**config.mk**
```make
export PLATFORM = sky130hd
export DESIGN_NAME = c_comment_blanker_top
export DESIGN_NICKNAME = d
export VERILOG_FILES = /design/src/rtl/ccb_pkg.sv /design/src/rtl/ccb_lex.sv /design/src/rtl/ccb_out_queue.sv /design/src/rtl/c_comment_blanker_top.sv
export VERILOG_INCLUDE_DIRS = /design/src /design/src/rtl
export SDC_FILE = /design/constraint.sdc
export NUM_CORES = 1
export LEC_CHECK = 0
export BUFFER_PORTS_ARGS = -buffer_cell sky130_fd_sc_hd__buf_2
export CAP_MARGIN = 20
export CORE_MARGIN = 3
export CORE_UTILIZATION = 39
export DETAILED_ROUTE_END_ITERATION = 6
export HOLD_SLACK_MARGIN = 0.12
export PLACE_DENSITY = 0.67
export SLEW_MARGIN = 10
export SYNTH_ARGS = -nofsm -noshare
export SYNTH_HDL_FRONTEND = slang
export SYNTH_HIERARCHICAL = 1
export SYNTH_SLANG_ARGS = --single-unit
export TNS_END_PERCENT = 30
```
**constraint.sdc**
```tcl
create_clock -name clock -period 5 [get_ports clock]
set_input_delay 0.5 -clock clock [delete_from_list [all_inputs] [get_ports clock]]
set_output_delay 0.5 -clock clock [all_outputs]
set_load 0.01 [all_outputs]
```
**src/rtl/assert_macros.svh**
```systemverilog
// Assertion helpers used by the top-level RTL file.
`ifndef ASSERT_MACROS_SVH
`define ASSERT_MACROS_SVH

// Same-cycle implication, checked on every rising clock edge outside reset.
`define ASSERT_SAME(label, ante, cons, msg) \
   label: assert property (@(posedge clock) disable iff (reset) (ante) |-> (cons)) \
      else $error(msg);

// Next-cycle implication, checked on every rising clock edge outside reset.
`define ASSERT_NEXT(label, ante, cons, msg) \
   label: assert property (@(posedge clock) disable iff (reset) (ante) |=> (cons)) \
      else $error(msg);

`endif

```
**src/rtl/ccb_pkg.sv**
```systemverilog
// ----------------------------------------------------------------------------
// ccb_pkg
// Shared types, character codes and lexer mode codes for the comment blanker.
// ----------------------------------------------------------------------------
package ccb_pkg;

   // Character codes the lexer reacts to.
   localparam logic [7:0] CH_SQUOTE = 8'h27;
   localparam logic [7:0] CH_DQUOTE = 8'h22;
   localparam logic [7:0] CH_SLASH  = 8'h2F;
   localparam logic [7:0] CH_STAR   = 8'h2A;
   localparam logic [7:0] CH_NL     = 8'h0A;
   localparam logic [7:0] CH_CR     = 8'h0D;
   localparam logic [7:0] CH_BSLASH = 8'h5C;
   localparam logic [7:0] CH_SPACE  = 8'h20;

   // Lexer modes; the unused codes behave as normal code.
   localparam logic [2:0] MODE_NORMAL = 3'd0;
   localparam logic [2:0] MODE_SQ     = 3'd1;
   localparam logic [2:0] MODE_DQ     = 3'd2;
   localparam logic [2:0] MODE_LINE   = 3'd3;
   localparam logic [2:0] MODE_BLOCK  = 3'd4;

   // Output queue depth and pointer width.
   localparam int unsigned QUEUE_DEPTH = 3;
   localparam int unsigned PTR_W       = 2;

   // Lexer state carried from byte to byte.
   typedef struct packed {
      logic [2:0] mode;
      logic [1:0] quote_count;
      logic       first_bs;
      logic       bs_odd;
   } ccb_lex_state_type;

   // One output word.
   typedef struct packed {
      logic       last;
      logic       blanked;
      logic [7:0] data;
   } ccb_word_type;

   // Up to two words pushed into the output queue in one cycle.
   typedef struct packed {
      logic         v0;
      ccb_word_type w0;
      logic         v1;
      ccb_word_type w1;
   } ccb_push_type;

   // Occupancy reported by the output queue.
   typedef struct packed {
      logic [PTR_W-1:0] count;
   } ccb_queue_stat_type;

   // Advance a queue pointer, wrapping at the queue depth.
   function automatic logic [PTR_W-1:0] ptr_inc(input logic [PTR_W-1:0] ptr);
      logic [PTR_W-1:0] nxt;
      if (ptr == PTR_W'(QUEUE_DEPTH - 1)) begin
         nxt = '0;
      end else begin
         nxt = ptr + PTR_W'(1);
      end
      return nxt;
   endfunction

endpackage

```
**src/rtl/ccb_lex.sv**
```systemverilog
// ----------------------------------------------------------------------------
// ccb_lex
// Classifies one byte against the current lexer state and an optional
// lookahead byte, and gives the output word and the next lexer state.
// ----------------------------------------------------------------------------
module ccb_lex
   import ccb_pkg::*;
(
   input  ccb_lex_state_type state_cur,
   input  logic [7:0]        cur_byte,
   input  logic              has_next,
   input  logic [7:0]        next_byte,
   input  logic              consumed,
   input  logic              is_last,
   output ccb_lex_state_type state_nxt,
   output ccb_word_type      word,
   output logic              take
);

   logic blank;
   logic next_is_nl;
   logic next_is_slash;
   logic next_is_star;

   // Lookahead compares are void when no next byte exists.
   assign next_is_nl    = has_next && (next_byte == CH_NL);
   assign next_is_slash = has_next && (next_byte == CH_SLASH);
   assign next_is_star  = has_next && (next_byte == CH_STAR);

   // Mode transitions and blanking decision.
   always_comb begin
      state_nxt = state_cur;
      blank     = 1'b0;
      take      = 1'b0;
      if (consumed) begin
         // Second byte of a comment opener or closer.
         blank = 1'b1;
      end else begin
         case (state_cur.mode)
            MODE_SQ: begin
               if (cur_byte == CH_SQUOTE &&
                   !(state_cur.quote_count == 2'd1 && state_cur.first_bs)) begin
                  state_nxt.mode = MODE_NORMAL;
               end
               if (state_cur.quote_count == 2'd0) begin
                  state_nxt.first_bs = (cur_byte == CH_BSLASH);
               end
               if (state_cur.quote_count != 2'd3) begin
                  state_nxt.quote_count = state_cur.quote_count + 2'd1;
               end
            end
            MODE_DQ: begin
               if (cur_byte == CH_DQUOTE && !state_cur.bs_odd) begin
                  state_nxt.mode = MODE_NORMAL;
               end
               state_nxt.bs_odd = (cur_byte == CH_BSLASH) ? !state_cur.bs_odd : 1'b0;
            end
            MODE_LINE: begin
               if (cur_byte == CH_NL) begin
                  state_nxt.mode = MODE_NORMAL;
               end else if (!(cur_byte == CH_CR && next_is_nl)) begin
                  blank = 1'b1;
               end
            end
            MODE_BLOCK: begin
               blank = 1'b1;
               if (cur_byte == CH_STAR && next_is_slash) begin
                  state_nxt.mode = MODE_NORMAL;
                  take           = 1'b1;
               end
            end
            default: begin
               state_nxt.mode = MODE_NORMAL;
               if (cur_byte == CH_SQUOTE) begin
                  state_nxt.mode        = MODE_SQ;
                  state_nxt.quote_count = 2'd0;
                  state_nxt.first_bs    = 1'b0;
               end else if (cur_byte == CH_DQUOTE) begin
                  state_nxt.mode   = MODE_DQ;
                  state_nxt.bs_odd = 1'b0;
               end else if (cur_byte == CH_SLASH && (next_is_slash || next_is_star)) begin
                  state_nxt.mode = next_is_slash ? MODE_LINE : MODE_BLOCK;
                  blank          = 1'b1;
                  take           = 1'b1;
               end
            end
         endcase
      end
   end

   // Output word.
   assign word.data    = blank ? CH_SPACE : cur_byte;
   assign word.blanked = blank;
   assign word.last    = is_last;

endmodule

```
**src/rtl/ccb_out_queue.sv**
```systemverilog
// ----------------------------------------------------------------------------
// ccb_out_queue
// Three-word output queue that takes up to two words a cycle and releases
// one word a cycle on the result stream while pop is high.
// ----------------------------------------------------------------------------
module ccb_out_queue
   import ccb_pkg::*;
(
   input  logic               clock,
   input  logic               reset,
   input  ccb_push_type       push,
   input  logic               pop,
   output logic               out_valid,
   output ccb_word_type       out_word,
   output ccb_queue_stat_type stat
);

   ccb_word_type     entry_ff [QUEUE_DEPTH];
   logic [PTR_W-1:0] wr_ptr_ff;
   logic [PTR_W-1:0] wr_ptr_in;
   logic [PTR_W-1:0] rd_ptr_ff;
   logic [PTR_W-1:0] rd_ptr_in;
   logic [PTR_W-1:0] count_ff;
   logic [PTR_W-1:0] count_in;
   logic [PTR_W-1:0] wr_ptr_2nd;
   logic [PTR_W-1:0] n_push;
   logic             do_pop;
   ccb_word_type     first_word;

   assign out_valid  = (count_ff != '0);
   assign out_word   = entry_ff[rd_ptr_ff];
   assign stat.count = count_ff;
   assign do_pop     = pop && out_valid;

   // Pointer and count bookkeeping.
   always_comb begin
      n_push     = PTR_W'(push.v0) + PTR_W'(push.v1);
      wr_ptr_2nd = ptr_inc(wr_ptr_ff);
      first_word = push.v0 ? push.w0 : push.w1;
      wr_ptr_in  = wr_ptr_ff;
      if (n_push == PTR_W'(2)) begin
         wr_ptr_in = ptr_inc(wr_ptr_2nd);
      end else if (n_push == PTR_W'(1)) begin
         wr_ptr_in = wr_ptr_2nd;
      end
      rd_ptr_in = do_pop ? ptr_inc(rd_ptr_ff) : rd_ptr_ff;
      count_in  = count_ff + n_push - PTR_W'(do_pop);
   end

   // Control registers.
   always_ff @(posedge clock) begin
      if (reset) begin
         wr_ptr_ff <= '0;
         rd_ptr_ff <= '0;
         count_ff  <= '0;
      end else begin
         wr_ptr_ff <= wr_ptr_in;
         rd_ptr_ff <= rd_ptr_in;
         count_ff  <= count_in;
      end
   end

   // Storage; the second word lands one place after the first.
   always_ff @(posedge clock) begin
      if (n_push != '0) begin
         entry_ff[wr_ptr_ff] <= first_word;
      end
      if (n_push == PTR_W'(2)) begin
         entry_ff[wr_ptr_2nd] <= push.w1;
      end
   end

endmodule

```
**src/rtl/c_comment_blanker_top.sv**
```systemverilog
// ----------------------------------------------------------------------------
// c_comment_blanker_top
// Streaming C comment blanker: comment bytes become spaces, length is kept.
// ----------------------------------------------------------------------------
// The block takes one source byte per cycle while its queue has room and
// returns each byte one accepted byte later, since a byte is classified
// only once its successor is known. Line and block comments, with their
// opening and closing tokens, come out as spaces with the tuser flag set;
// literals in quotes are left alone, as is a carriage return that directly
// precedes the newline ending a line comment. The word with tlast releases
// the held byte, if any, and itself, so it can make two output words; the
// three-word output queue accepts a new byte while it holds at most one
// word, which sustains one byte per cycle while results are taken.
// After the last byte the lexer is back in normal code for the next text.
module c_comment_blanker_top
   import ccb_pkg::*;
(
   input  logic       clock,
   input  logic       reset,
   input  logic       req_tvalid,
   output logic       req_tready,
   input  logic [7:0] req_tdata,   // [7:0] in_byte
   input  logic       req_tlast,   // in_last
   output logic       rsp_tvalid,
   input  logic       rsp_tready,
   output logic [7:0] rsp_tdata,   // [7:0] out_byte
   output logic       rsp_tuser,   // was_blanked
   output logic       rsp_tlast    // out_last
);

`include "assert_macros.svh"

   ccb_lex_state_type  lex_ff;
   ccb_lex_state_type  lex_in;
   logic [7:0]         held_byte_ff;
   logic [7:0]         held_byte_in;
   logic               held_valid_ff;
   logic               held_valid_in;
   logic               held_consumed_ff;
   logic               held_consumed_in;
   ccb_lex_state_type  lex0_nxt;
   ccb_lex_state_type  lex_mid;
   ccb_lex_state_type  lex1_nxt;
   ccb_word_type       word0;
   ccb_word_type       word1;
   ccb_word_type       q_word;
   logic               take0;
   logic               take_held;
   logic               take_last;
   logic               accept;
   ccb_push_type       push;
   ccb_queue_stat_type q_stat;

   assign req_tready = (q_stat.count <= PTR_W'(1));
   assign accept     = req_tvalid && req_tready;

   // Held byte, looked at with the incoming byte as lookahead.
   ccb_lex u_lex_held (
      .state_cur (lex_ff),
      .cur_byte  (held_byte_ff),
      .has_next  (1'b1),
      .next_byte (req_tdata),
      .consumed  (held_consumed_ff),
      .is_last   (1'b0),
      .state_nxt (lex0_nxt),
      .word      (word0),
      .take      (take0)
   );

   assign take_held = held_valid_ff && take0;
   assign lex_mid   = held_valid_ff ? lex0_nxt : lex_ff;

   // Incoming byte as the final byte of a text, with no lookahead.
   ccb_lex u_lex_last (
      .state_cur (lex_mid),
      .cur_byte  (req_tdata),
      .has_next  (1'b0),
      .next_byte (8'h00),
      .consumed  (take_held),
      .is_last   (1'b1),
      .state_nxt (lex1_nxt),
      .word      (word1),
      .take      (take_last)
   );

   // Words pushed on an accepted byte.
   always_comb begin
      push.v0 = accept && held_valid_ff;
      push.w0 = word0;
      push.v1 = accept && req_tlast;
      push.w1 = word1;
   end

   // Next lexer and lookahead state.
   always_comb begin
      lex_in           = lex_ff;
      held_byte_in     = held_byte_ff;
      held_valid_in    = held_valid_ff;
      held_consumed_in = held_consumed_ff;
      if (accept) begin
         if (req_tlast) begin
            lex_in           = '0;
            held_byte_in     = '0;
            held_valid_in    = 1'b0;
            held_consumed_in = 1'b0;
         end else begin
            lex_in           = lex_mid;
            held_byte_in     = req_tdata;
            held_valid_in    = 1'b1;
            held_consumed_in = take_held;
         end
      end
   end

   // Lexer state registers.
   always_ff @(posedge clock) begin
      if (reset) begin
         lex_ff           <= '0;
         held_valid_ff    <= 1'b0;
         held_consumed_ff <= 1'b0;
      end else begin
         lex_ff           <= lex_in;
         held_valid_ff    <= held_valid_in;
         held_consumed_ff <= held_consumed_in;
      end
   end

   // Held byte payload.
   always_ff @(posedge clock) begin
      held_byte_ff <= held_byte_in;
   end

   ccb_out_queue u_out_queue (
      .clock     (clock),
      .reset     (reset),
      .push      (push),
      .pop       (rsp_tready),
      .out_valid (rsp_tvalid),
      .out_word  (q_word),
      .stat      (q_stat)
   );

   assign rsp_tdata = q_word.data;
   assign rsp_tuser = q_word.blanked;
   assign rsp_tlast = q_word.last;

   // A final byte leaves nothing held for the next text.
   `ASSERT_NEXT(a_last_clears_hold, accept && req_tlast, !held_valid_ff && lex_ff.mode == MODE_NORMAL, "hold not cleared after final byte")

   // Any other accepted byte is held as lookahead.
   `ASSERT_NEXT(a_byte_held, accept && !req_tlast, held_valid_ff && held_byte_ff == $past(req_tdata), "accepted byte not held")

   // A blanked word always carries a space.
   `ASSERT_SAME(a_blank_is_space, rsp_tvalid && rsp_tuser, rsp_tdata == CH_SPACE, "blanked word is not a space")

   // Without lookahead the final byte never pairs up with a following byte.
   `ASSERT_SAME(a_last_takes_nothing, 1'b1, !take_last, "final byte took a token byte")

   // Without lookahead the final byte cannot open a comment.
   `ASSERT_SAME(a_last_opens_nothing, lex1_nxt.mode == MODE_LINE || lex1_nxt.mode == MODE_BLOCK, lex1_nxt.mode == lex_mid.mode, "final byte opened a comment")

endmodule
```
Yosys cells after proc, flatten, opt, wreduce, memory -nomap -nowiden --
Memory sizes are Yosys's and may differ from the RTL's. A register that Yosys moved wholly into a read port is not among the register bits. Index checks and enable logic that the tools add are counted.
Storage, ports and cells: register bits after elaboration 23, latch bits 0, RAM bits 30, memory bits (read-only) 0, input port bits 13, output and inout bits 12, memories 1
Memories:
- u_out_queue.entry_ff | depth 3, bits a word 10, rd ports 1, clocked after Yosys merged registers in 1, wr ports 2, line ccb_out_queue.sv:18 | ccb_word_type entry_ff [QUEUE_DEPTH];
Cells by class: add/subtract/negate cells 7, multiply operators 0, divide/modulo/power cells 0, order comparisons 1, equal/unequal tests 29, shift operators 0, multiplexer cells 49, bitwise logic cells 0, reduce and logical (&&, ||, !) cells 28
Operator list (count):
- 8-bit by 6-bit equality test with 1-bit output (second input constant) | 6
- 3-bit two-way mux | 9
- 8-bit by 4-bit equality test with 1-bit output (second input constant) | 3
- 7-bit two-way mux | 3
- 1-bit two-way mux | 20
- 6-bit AND reduction | 3
- 2-bit two-way mux | 8
- 8-bit two-way mux | 2
- 3-bit one-hot mux with 4 select lines | 1
- 1-bit logical AND | 11
- 10-bit two-way mux | 1
- 3-bit by 2-bit equality test with 1-bit output (second input constant) | 3
- 3-bit OR reduction | 3
- 2-bit by 1-bit adder with 2-bit output (second input constant) | 4
- 2-bit equality test (second input constant) | 4
- 8-bit by 7-bit equality test with 1-bit output (second input constant) | 1
- 2-bit nonzero test | 4
- 3-bit equality test (second input constant) | 2
- 3-bit by 2-bit inequality test with 1-bit output (second input constant) | 2
- 1-bit one-hot mux with 2 select lines | 3
- 3-bit one-hot mux with 2 select lines | 1
- 3-bit nonzero test | 2
- 2-bit by 1-bit equality test with 1-bit output (second input constant) | 2
- 2-bit by 1-bit inequality test with 1-bit output (second input constant) | 2
- 12 further kinds | 14

Depth between registers and ports, before layout --
Gate-level depths: netlist (run 1).
depth in word-level cells 14, mapped depth 15

By module --
The synthesis (run 1) kept the hierarchy.
Modules (own cells, without submodules):
- ccb_out_queue | times used 1, cells each 149, area each 1939.4 µm², seq. area each 1061.0 µm²
- c_comment_blanker_top | times used 1, cells each 70, area each 759.5 µm², seq. area each 420.4 µm²
- ccb_lex (u_lex_last) | times used 1, cells each 111, area each 714.4 µm², seq. area each 0.0 µm²
- ccb_lex (u_lex_held) | times used 1, cells each 100, area each 643.1 µm², seq. area each 0.0 µm²

Worst setup path before layout (run 1) --
OpenSTA, ideal clock, no wires.
kind input to register, start input req_tdata[4], end memory u_out_queue/entry_ff[2][8] in the netlist's numbering (data pin), arrival time 3.547 ns, required time 4.740 ns, path slack 1.193 ns, cell stages on the path 14, buffers on the path 3, cell sequence or4b_4 -> or3_4 -> a2111o_1 -> a32oi_1 -> mux2i_1 -> inv_1 -> clkbuf_1 -> o21a_1 -> o21bai_1 -> a21o_1 -> buf_6 -> and3_1 -> buf_4 -> mux2_2
RTL lines:
- from (decl) | line c_comment_blanker_top.sv:22 | input logic [7:0] req_tdata,
- to (decl) | line ccb_out_queue.sv:18

==> results of run 1 <==
## registers in the layout, indices dropped and copies added, names as in the netlist, named ones only
signal and cells:
held_consumed_ff 1, held_valid_ff 1, u_out_queue/stat 2, lex_ff 7, u_out_queue/rd_ptr_ff 2, u_out_queue/wr_ptr_ff 2
u_out_queue/entry_ff 30, held_byte_ff 8
## final timing paths
path | depth (start not counted) | start | slack [ns] | endpoint
setup / recovery | 11 | req_tdata[4] | 1.32 | u_out_queue/entry_ff[2][5]
hold / removal | 2 | u_out_queue/rd_ptr_ff[0] | 0.51 | u_out_queue/rd_ptr_ff[0]
hold reg to reg | 2 | u_out_queue/rd_ptr_ff[0] | 0.51 | u_out_queue/rd_ptr_ff[0]
setup reg to reg | 10 | lex_ff[6] | 1.42 | u_out_queue/entry_ff[2][5]
## per-stage QoR
step / hold slack (ns) / instance area, um2
2_1_floorplan: 0.463 / 3710
3_3_place_gp: 0.473 / 3840
3_5_place_dp: 0.492 / 3840
4_1_cts: 0.511 / 3930
5_1_grt: 0.534 / 3930
6_report: 0.507 / 3930
## tightest hold or removal path: cells and delay by family (launching register included)
family / cells / cell delay (ns)
flip-flops: 1 / 0.33
AO/OA/AOI/OAI: 1 / 0.06
AND/OR/NAND/NOR: 1 / 0.08
## cell type report
class | instances | share of cell area
Clock inverter | 2 | 0.00446
Multi-Input combinational cell | 267 | 0.498
Sequential cell | 55 | 0.377
Inverter | 31 | 0.0296
Clock buffer | 6 | 0.0185
Timing Repair Buffer | 28 | 0.0382
Tap cell | 108 | 0.0344
## per-layer routing
layer / share of wire / GRT usage / vias up
met5: 0 / 0 / -
met4: 0.031 / 0.0588 / 0
met3: 0.042 / 0.0237 / 19
met2: 0.44 / 0.251 / 81
met1: 0.48 / 0.229 / 1328
li1: - / - / 1380
## report_power, final
group | internal (W) | leakage [nW] | switching (W)
combinational | 0.000152 | 0.832 | 0.000179
sequential | 0.000558 | 0.496 | 0.0000594
clock | 0.000101 | 0.0454 | 0.000156
## placed cells by master (no fill, tap or decap), types with 9 or more instances in the layout
cell type,count
a21oi_1,10
a31oi_1,11
buf_2,24
conb_1,18
dfxtp_1,17
edfxtp_1,38
inv_1,30
mux2_2,30
mux2i_1,19
nand2_1,25
nor2_1,10
nor3_1,9
o21ai_0,18
==> impl_metrics.csv, run 1 <==
group,metric,value,unit
worst_setup_path,critPathBufInv,2,
placed_design,io_buffers,24,
detailed_routing,wl_per_cell,16.7,um
grt,grt_pass1_vias,2640,
logic_synthesis,ys_warn_count,6,
layout,diodes,0,
sta,setup_violations,0,
clock_network,numClockSinks,55,
sta,setup-tns-final,0,ns
grt,track_usage,0.162,
hold_path,hp-class,"flop to flop",
grt,grt.overflow.total,0,
clock_network,cts_tree,"built",
layout,multi_input_area,0.00196,mm2
placed_design,dp_worst_setup_slack,1.03,ns
logic_synthesis,syn_area,0.00365,mm2
floorplan,die_y,103,um
clock_network,post_cts_buffers,0,
worst_setup_path,arrival,3.74,ns
worst_setup_path,cp.required,5.06,ns
layout,instances_no_fill,497,
layout,drive_above_1_share,0.208,
sta,skew,0.0170,ns
logic_synthesis,syn_inst,363,
grt,grt_pass1_wl,13300,um
sta,finalHoldViolCount,0,
power_and_ir_drop,power.density,307,mW/mm2
layout,regArea,0.00148,mm2
layout,nNetsFinal,405,
clock_network,path_clk_slew,0.10,ns
detailed_routing,firstDrtPassIters,4,
logic_synthesis,syn_avg_cell_area,10.1,um2
clock_network,clock_path_buffers,2,
sta,worst_slew_pin_slew,0.797,ns
clock_network,ctsHtreeMaxLevel,2,
layout,final.fill_count,849,
sta,rsz0062_at_grt,"no",
flow_run,cap_violations,0,
detailed_routing,dr.first_iter.drc_count,180,
floorplan,rows,34,
clock_network,cts-root-buf,"clkbuf_8",
floorplan,io_pins,25,
floorplan,initial_utilization,0.411,
floorplan,die-area,0.0106,mm2
worst_setup_path,cp-start-kind,"input pin",
sta,period_needed,3.68,ns
worst_setup_path,crit_chain,"buf_2 > or4b_4 > or3_4 > a2111o_1 > a32oi_1 > mux2i_1 > inv_1 > nor2_1 > or4_1 > a31o_1 > mux2_2",
detailed_routing,vias,2808,
power_and_ir_drop,total_power,0.00121,W
clock_network,cts_buffers,5,
floorplan,core_area,0.00889,mm2
status,status,"complete, no violations",
sta,drv_slew,0,
floorplan,die_width,103,um
layout,syn_to_final_growth,7.61,%
grt,grt_antenna_before_repair,0,
worst_setup_path,end_kind,"flop",
clock_network,clk_latency,0.32,ns
sta,timing.final.crit_share,0.737,
placed_design,place_congestion,0.930,
worst_setup_path,cp_top_family,"simple AND/OR/NAND/NOR gates",
worst_setup_path,critPathMaxFanout,9,
worst_setup_path,critical-path-slowest-cell,"or4_1",
worst_setup_path,max_stage_delay,0.63,ns
layout,fin_util,0.442,
grt,grt_max_degree,21,
clock_network,ctsHoldBuffers,0,
placed_design,place_inst,489,
sta,setup_slack,1.32,ns
detailed_routing,drc,0,
power_and_ir_drop,ir_worst_vdd,141,uV
worst_setup_path,critPathKind,"input pin to flop",
sta,fmax,271,MHz
placed_design,dp_hpwl,5910,um
detailed_routing,ant_nets,0,
clock_network,cts_resized,0,
detailed_routing,vias_per_cell,5.65,
sta,max_slew_margin,0.460,
detailed_routing,wl,8310,um
power_and_ir_drop,p_leak,1.37,nW
(Power assumes the default switching activity.)
==> run 2, diff against run 1 <==
--- a/config.mk
+++ b/config.mk
@@ -6,6 +6,7 @@
 export SDC_FILE = /design/constraint.sdc
 export NUM_CORES = 1
 export LEC_CHECK = 0
+export ABC_AREA = 1
 export BUFFER_PORTS_ARGS = -buffer_cell sky130_fd_sc_hd__buf_2
 export CAP_MARGIN = 20
 export CORE_MARGIN = 3
==> constraint.sdc (replaced) <==
create_clock -name clock -period 3.65 [get_ports clock]
set_input_delay 0.365 -clock clock [delete_from_list [all_inputs] [get_ports clock]]
set_output_delay 0.365 -clock clock [all_outputs]
set_load 0.01 [all_outputs]
==> impl_metrics.csv, run 2 <==
group,metric,value,unit
power_and_ir_drop,ir_worst_vdd,182,uV
clock_network,cts_resized,0,
status,status,"complete, no violations",
worst_setup_path,max_stage_delay,0.53,ns
worst_setup_path,critPathMaxFanout,8,
logic_synthesis,syn_inst,549,
detailed_routing,vias_per_cell,4.67,
floorplan,die_y,105,um
worst_setup_path,end_kind,"flop",
logic_synthesis,ys_warn_count,6,
detailed_routing,wl_per_cell,11.5,um
detailed_routing,vias,3327,
sta,rsz0062_at_grt,"no",
layout,nNetsFinal,599,
hold_path,hp-class,"input pin to flop",
worst_setup_path,cp.required,3.80,ns
clock_network,clk_latency,0.31,ns
worst_setup_path,r2r_setup_slack,0.75,ns
floorplan,rows,35,
layout,final.fill_count,970,
sta,fmax,345,MHz
sta,drv_slew,0,
flow_run,cap_violations,0,
sta,skew,0.0130,ns
worst_setup_path,arrival,3.04,ns
layout,final_cell_mix,"155 x nand2_1, 75 x nor2_1, 71 x inv_1, 44 x a21oi_1, 38 x edfxtp_1",
logic_synthesis,syn_avg_cell_area,6.90,um2
sta,timing.final.crit_share,0.794,
layout,reg.largest.list,"u_out_queue/entry_ff (30), held_byte_ff (8), lex_ff (7)",
worst_setup_path,cp-start-kind,"flop",
power_and_ir_drop,p_leak,1.89,nW
layout,largest_reg_flops,30,
detailed_routing,firstDrtPassIters,4,
grt,track_usage,0.153,
sta,max_slew_margin,0.538,
floorplan,initial_utilization,0.406,
sta,worst_slew_pin_slew,0.691,ns
clock_network,cts_tree,"built",
clock_network,numClockSinks,55,
clock_network,clock_path_buffers,2,
grt,grt.overflow.total,0,
grt,grt_pass1_vias,3128,
grt,grt_max_degree,23,
detailed_routing,dr.first_iter.drc_count,156,
layout,diodes,0,
clock_network,path_clk_slew,0.10,ns
grt,grt_pass1_wl,14200,um
layout,final_common_cell,"nand2_1",
clock_network,ctsHtreeMaxLevel,2,
floorplan,io_pins,25,
worst_setup_path,critical-path-slowest-cell,"dfxtp_1",
sta,setup_violations,0,
clock_network,cts_buffers,5,
detailed_routing,drc,0,
sta,finalHoldViolCount,0,
worst_setup_path,crit_chain,"inv_1 > nand3_2 > nand2_4 > nor2_4 > o21ai_2 > nor2_1 > nor2_1 > nor2_1 > nand2_1 > nand2_2 > o21bai_1 > nand2_1 > nor2_1 > nand2_1 > a21oi_1 > inv_1 > o21ai_1 > nand2_1 > o21ai_1",
power_and_ir_drop,power.density,423,mW/mm2
detailed_routing,wl,8170,um
worst_setup_path,critPathKind,"flop to flop",
sta,period_needed,2.90,ns
clock_network,cts-root-buf,"clkbuf_8",
placed_design,io_buffers,24,
detailed_routing,ant_nets,0,
clock_network,ctsHoldBuffers,0,
layout,top_register,"u_out_queue/entry_ff",
grt,grt_antenna_before_repair,0,
clock_network,post_cts_buffers,0,
layout,fin_util,0.442,
sta,setup-tns-final,0,ns
floorplan,die-area,0.0109,mm2
logic_synthesis,syn_area,0.00379,mm2
layout,syn_to_final_growth,8.85,%
placed_design,place_congestion,0.893,
floorplan,die_width,105,um
placed_design,dp_hpwl,6270,um
floorplan,core_area,0.00933,mm2
layout,drive_above_1_share,0.136,
## run 2: final timing paths
kind / startpoint / depth (start not counted) / to
setup / recovery: lex_ff[5] / 19 / u_out_queue/entry_ff[1][7]
hold reg to reg: u_out_queue/rd_ptr_ff[0] / 2 / u_out_queue/rd_ptr_ff[0]
hold / removal: rsp_tready / 3 / flop
setup reg to reg: lex_ff[5] / 19 / u_out_queue/entry_ff[1][7]
## run 2: through the flow
step / hold WS (ns) / setup WS, ns / cell area [um2] / cells / total power (W)
3_3_place_gp: 0.481 / 0.756 / 4030 / 704 / 0.00141
3_5_place_dp: 0.495 / 0.742 / 4030 / 704 / 0.00142
5_1_grt: 0.385 / 0.413 / 4120 / 712 / 0.00187
2_1_floorplan: 0.434 / 1.13 / 3840 / 564 / 0.00126
4_1_cts: 0.369 / 0.769 / 4120 / 712 / 0.00176
6_report: 0.373 / 0.753 / 4120 / 712 / 0.00174
## run 2: final cells by class
cell class | instances | area [um2] | area share
flip-flops and latches | 55 | 1480 | 0.359
multi-input cells | 413 | 1930 | 0.469
inverters | 78 | 300 | 0.0728
repair buffers | 29 | 158 | 0.0382
clock inverters | 3 | 20.0 | 0.00486
clock buffers | 5 | 68.8 | 0.0167
well taps | 129 | 161 | 0.0392
## run 2: layer usage
metal / track usage / up-vias / wire length, um / part of all wire
met4: 0.0342 / 0 / 70 / 0.0086
met5: 0 / - / 0 / 0
li1: - / 1792 / - / -
met2: 0.268 / 48 / 3810 / 0.47
met3: 0.0241 / 4 / 251 / 0.031
met1: 0.199 / 1483 / 4040 / 0.49
## run 2: critical path, delay by kind of cell (launching register included)
kind            cells  cell delay [ns]
flops               1             0.53
buf+inv             2             0.21
simple gates       12             1.30
compound gates      5             0.72
## run 2: power breakdown
group | internal [W] | switching, W | total [W]
registers | 0.000778 | 0.0000684 | 0.000847
logic | 0.000198 | 0.000358 | 0.000556
clock network | 0.000134 | 0.000205 | 0.000339
==> run 3, diff against run 2 <==
--- a/config.mk
+++ b/config.mk
@@ -6,14 +6,14 @@
 export SDC_FILE = /design/constraint.sdc
 export NUM_CORES = 1
 export LEC_CHECK = 0
-export ABC_AREA = 1
+export ABC_AREA = 0
 export BUFFER_PORTS_ARGS = -buffer_cell sky130_fd_sc_hd__buf_2
 export CAP_MARGIN = 20
 export CORE_MARGIN = 3
 export CORE_UTILIZATION = 39
 export DETAILED_ROUTE_END_ITERATION = 6
 export HOLD_SLACK_MARGIN = 0.12
-export PLACE_DENSITY = 0.67
+export PLACE_DENSITY = 0.69
 export SLEW_MARGIN = 10
 export SYNTH_ARGS = -nofsm -noshare
 export SYNTH_HDL_FRONTEND = slang
==> constraint.sdc (replaced) <==
create_clock -name clock -period 2.55 [get_ports clock]
set_input_delay 0.255 -clock clock [delete_from_list [all_inputs] [get_ports clock]]
set_output_delay 0.255 -clock clock [all_outputs]
set_load 0.01 [all_outputs]
==> impl_metrics.csv, run 3 (synthesized netlist as in run 1, its figures left out) <==
group,metric,value,unit
detailed_routing,wl,9200,um
layout,reg.largest.list,"u_out_queue/entry_ff (30), held_byte_ff (8), lex_ff (7)",
sta,fmax,317,MHz
detailed_routing,dr.first_iter.drc_count,170,
worst_setup_path,arrival,3.22,ns
layout,diodes,0,
worst_setup_path,critPathMaxFanout,8,
clock_network,cts_buffers,5,
floorplan,io_pins,25,
placed_design,placed_area,0.00434,mm2
power_and_ir_drop,power.density,547,mW/mm2
worst_setup_path,critPathKind,"flop to flop",
worst_setup_path,worst_r2r_path_depth,11,
power_and_ir_drop,p_switching,0.000798,W
clock_network,clock_path_buffers,2,
clock_network,clk_latency,0.31,ns
worst_setup_path,cp.required,2.62,ns
layout,drive_above_1_share,0.375,
floorplan,die_width,103,um
floorplan,die_y,103,um
layout,final_cell_mix,"73 x buf_4, 38 x edfxtp_1, 29 x inv_1, 24 x buf_2, 23 x nand2_1",
worst_setup_path,crit_start,"held_byte_ff[5]",
sta,worst_slew_pin_slew,0.639,ns
placed_design,place_inst,555,
power_and_ir_drop,comb_power_share,0.309,
detailed_routing,ant_nets,0,
power_and_ir_drop,switching_share,0.310,
clock_network,path_clk_slew,0.10,ns
sta,setup-tns-final,-14.70,ns
worst_setup_path,timing.rr.start,"held_byte_ff[5]",
sta,finalHoldViolCount,0,
status,status,"complete, but fails checks",
layout,nNetsFinal,480,
clock_network,numClockSinks,55,
power_and_ir_drop,p_clk_frac,0.229,
flow_run,cap_violations,0,
grt,grt_max_degree,21,
placed_design,dp_hpwl,6720,um
clock_network,cts-root-buf,"clkbuf_8",
sta,period_needed,3.15,ns
sta,rsz0062_at_grt,"yes",
sta,drv_slew,0,
layout,post-route-cell-area,0.00471,mm2
status,violations,"setup timing",
worst_setup_path,end_kind,"flop",
worst_setup_path,endpoint,"u_out_queue/entry_ff[0][5]",
placed_design,dp_worst_setup_slack,-1.01,ns
detailed_routing,firstDrtPassIters,4,
sta,timing.final.crit_share,1.24,
power_and_ir_drop,total_power,0.00258,W
worst_setup_path,cp-start-kind,"flop",
layout,top_register,"u_out_queue/entry_ff",
worst_setup_path,r2r_setup_slack,-0.60,ns
layout,syn_to_final_growth,29.1,%
placed_design,io_buffers,24,
sta,setup_slack,-0.600,ns
clock_network,cts_tree,"built",
grt,track_usage,0.174,
grt,grt_antenna_before_repair,0,
detailed_routing,vias,3099,
floorplan,core_area,0.00889,mm2
grt,grt_pass1_wl,14600,um
floorplan,die-area,0.0106,mm2
clock_network,ctsHtreeMaxLevel,2,
worst_setup_path,worstReg2RegEnd,"u_out_queue/entry_ff[0][5]",
grt,grt_pass1_vias,3074,
floorplan,rows,34,
hold_path,hp-class,"input pin to flop",
power_and_ir_drop,ir_worst_vdd,221,uV
layout,instances_no_fill,572,
sta,setup_violations,27,
layout,largest_reg_flops,30,
detailed_routing,drc,0,
power_and_ir_drop,p_leak,1.82,nW
sta,max_slew_margin,0.573,
layout,final_common_cell,"buf_4",
floorplan,initial_utilization,0.411,
power_and_ir_drop,pwr-share-seq,0.462,
detailed_routing,wl_per_cell,16.1,um
sta,skew,0.00629,ns
detailed_routing,vias_per_cell,5.42,
placed_design,place_congestion,0.866,
power_and_ir_drop,p_int,0.00178,W
grt,grt.overflow.total,0,
-- run 3: power groups by stage --
stage / Combinational, W / Sequential [W] / Clock, W
4_1_cts: 0.000768 / 0.00120 / 0.000600
3_5_place_dp: 0.000736 / 0.00121 / 0
3_3_place_gp: 0.000718 / 0.00120 / 0
6_report: 0.000797 / 0.00119 / 0.000590
2_1_floorplan: 0.000514 / 0.00116 / 0
5_1_grt: 0.000869 / 0.00121 / 0.000631
-- run 3: cell type report --
cell class / count / area (um2)
Clock buffer: 6 / 72.6
Clock inverter: 2 / 38.8
Fill cell: 784 / 4180
Inverter: 31 / 116
Multi-Input combinational cell: 267 / 2130
Sequential cell: 55 / 1480
Tap cell: 108 / 135
Timing Repair Buffer: 103 / 739
-- run 3: per-stage QoR --
stage | hold slack (ns) | utilization
6_report | 0.283 | 0.530
5_1_grt | 0.310 | 0.530
4_1_cts | 0.280 | 0.517
3_5_place_dp | 0.482 | 0.488
3_3_place_gp | 0.472 | 0.488
2_1_floorplan | 0.446 | -
-- run 3: critical path, cell delays in order, from the launching register on --
cell,delay (ns)
edfxtp_1,0.48
nor4b_2,0.20
buf_4,0.14
buf_8,0.13
and4_1,0.20
a21oi_1,0.15
o211ai_1,0.11
mux2i_1,0.24
inv_1,0.14
or4_4,0.61
a31o_1,0.27
mux2_2,0.26
-- run 3: metal layers --
layer  wire length [um]  vias to the layer above  GRT usage
met5                  0                        -          0
met4                 89                        0     0.0468
met3                341                        6     0.0284
met2               4460                       83      0.284
met1               4320                     1482      0.242
li1                   -                     1528          -
-- run 3: worst min-delay path by stage --
stage,from,endpoint,slack [ns],depth (start not counted)
finish,req_tvalid,held_valid_ff,0.28,3
global placement,u_out_queue/rd_ptr_ff[1],u_out_queue/rd_ptr_ff[1],0.47,2
floorplan,req_tlast,held_byte_ff[1],0.45,1
global route,req_tvalid,held_valid_ff,0.31,3
CTS,req_tvalid,held_valid_ff,0.28,3
detailed placement,u_out_queue/rd_ptr_ff[1],flop,0.48,2
-- run 3: what timing repair did --
action / CTS / global route
setup buffers: 5 / 5
endpoints found under the setup margin: 27 / 27
gates resized for setup: 24 / 16
pin swaps: 8 / 8
hold buffers: 0 / 0
gates cloned: 0 / 0
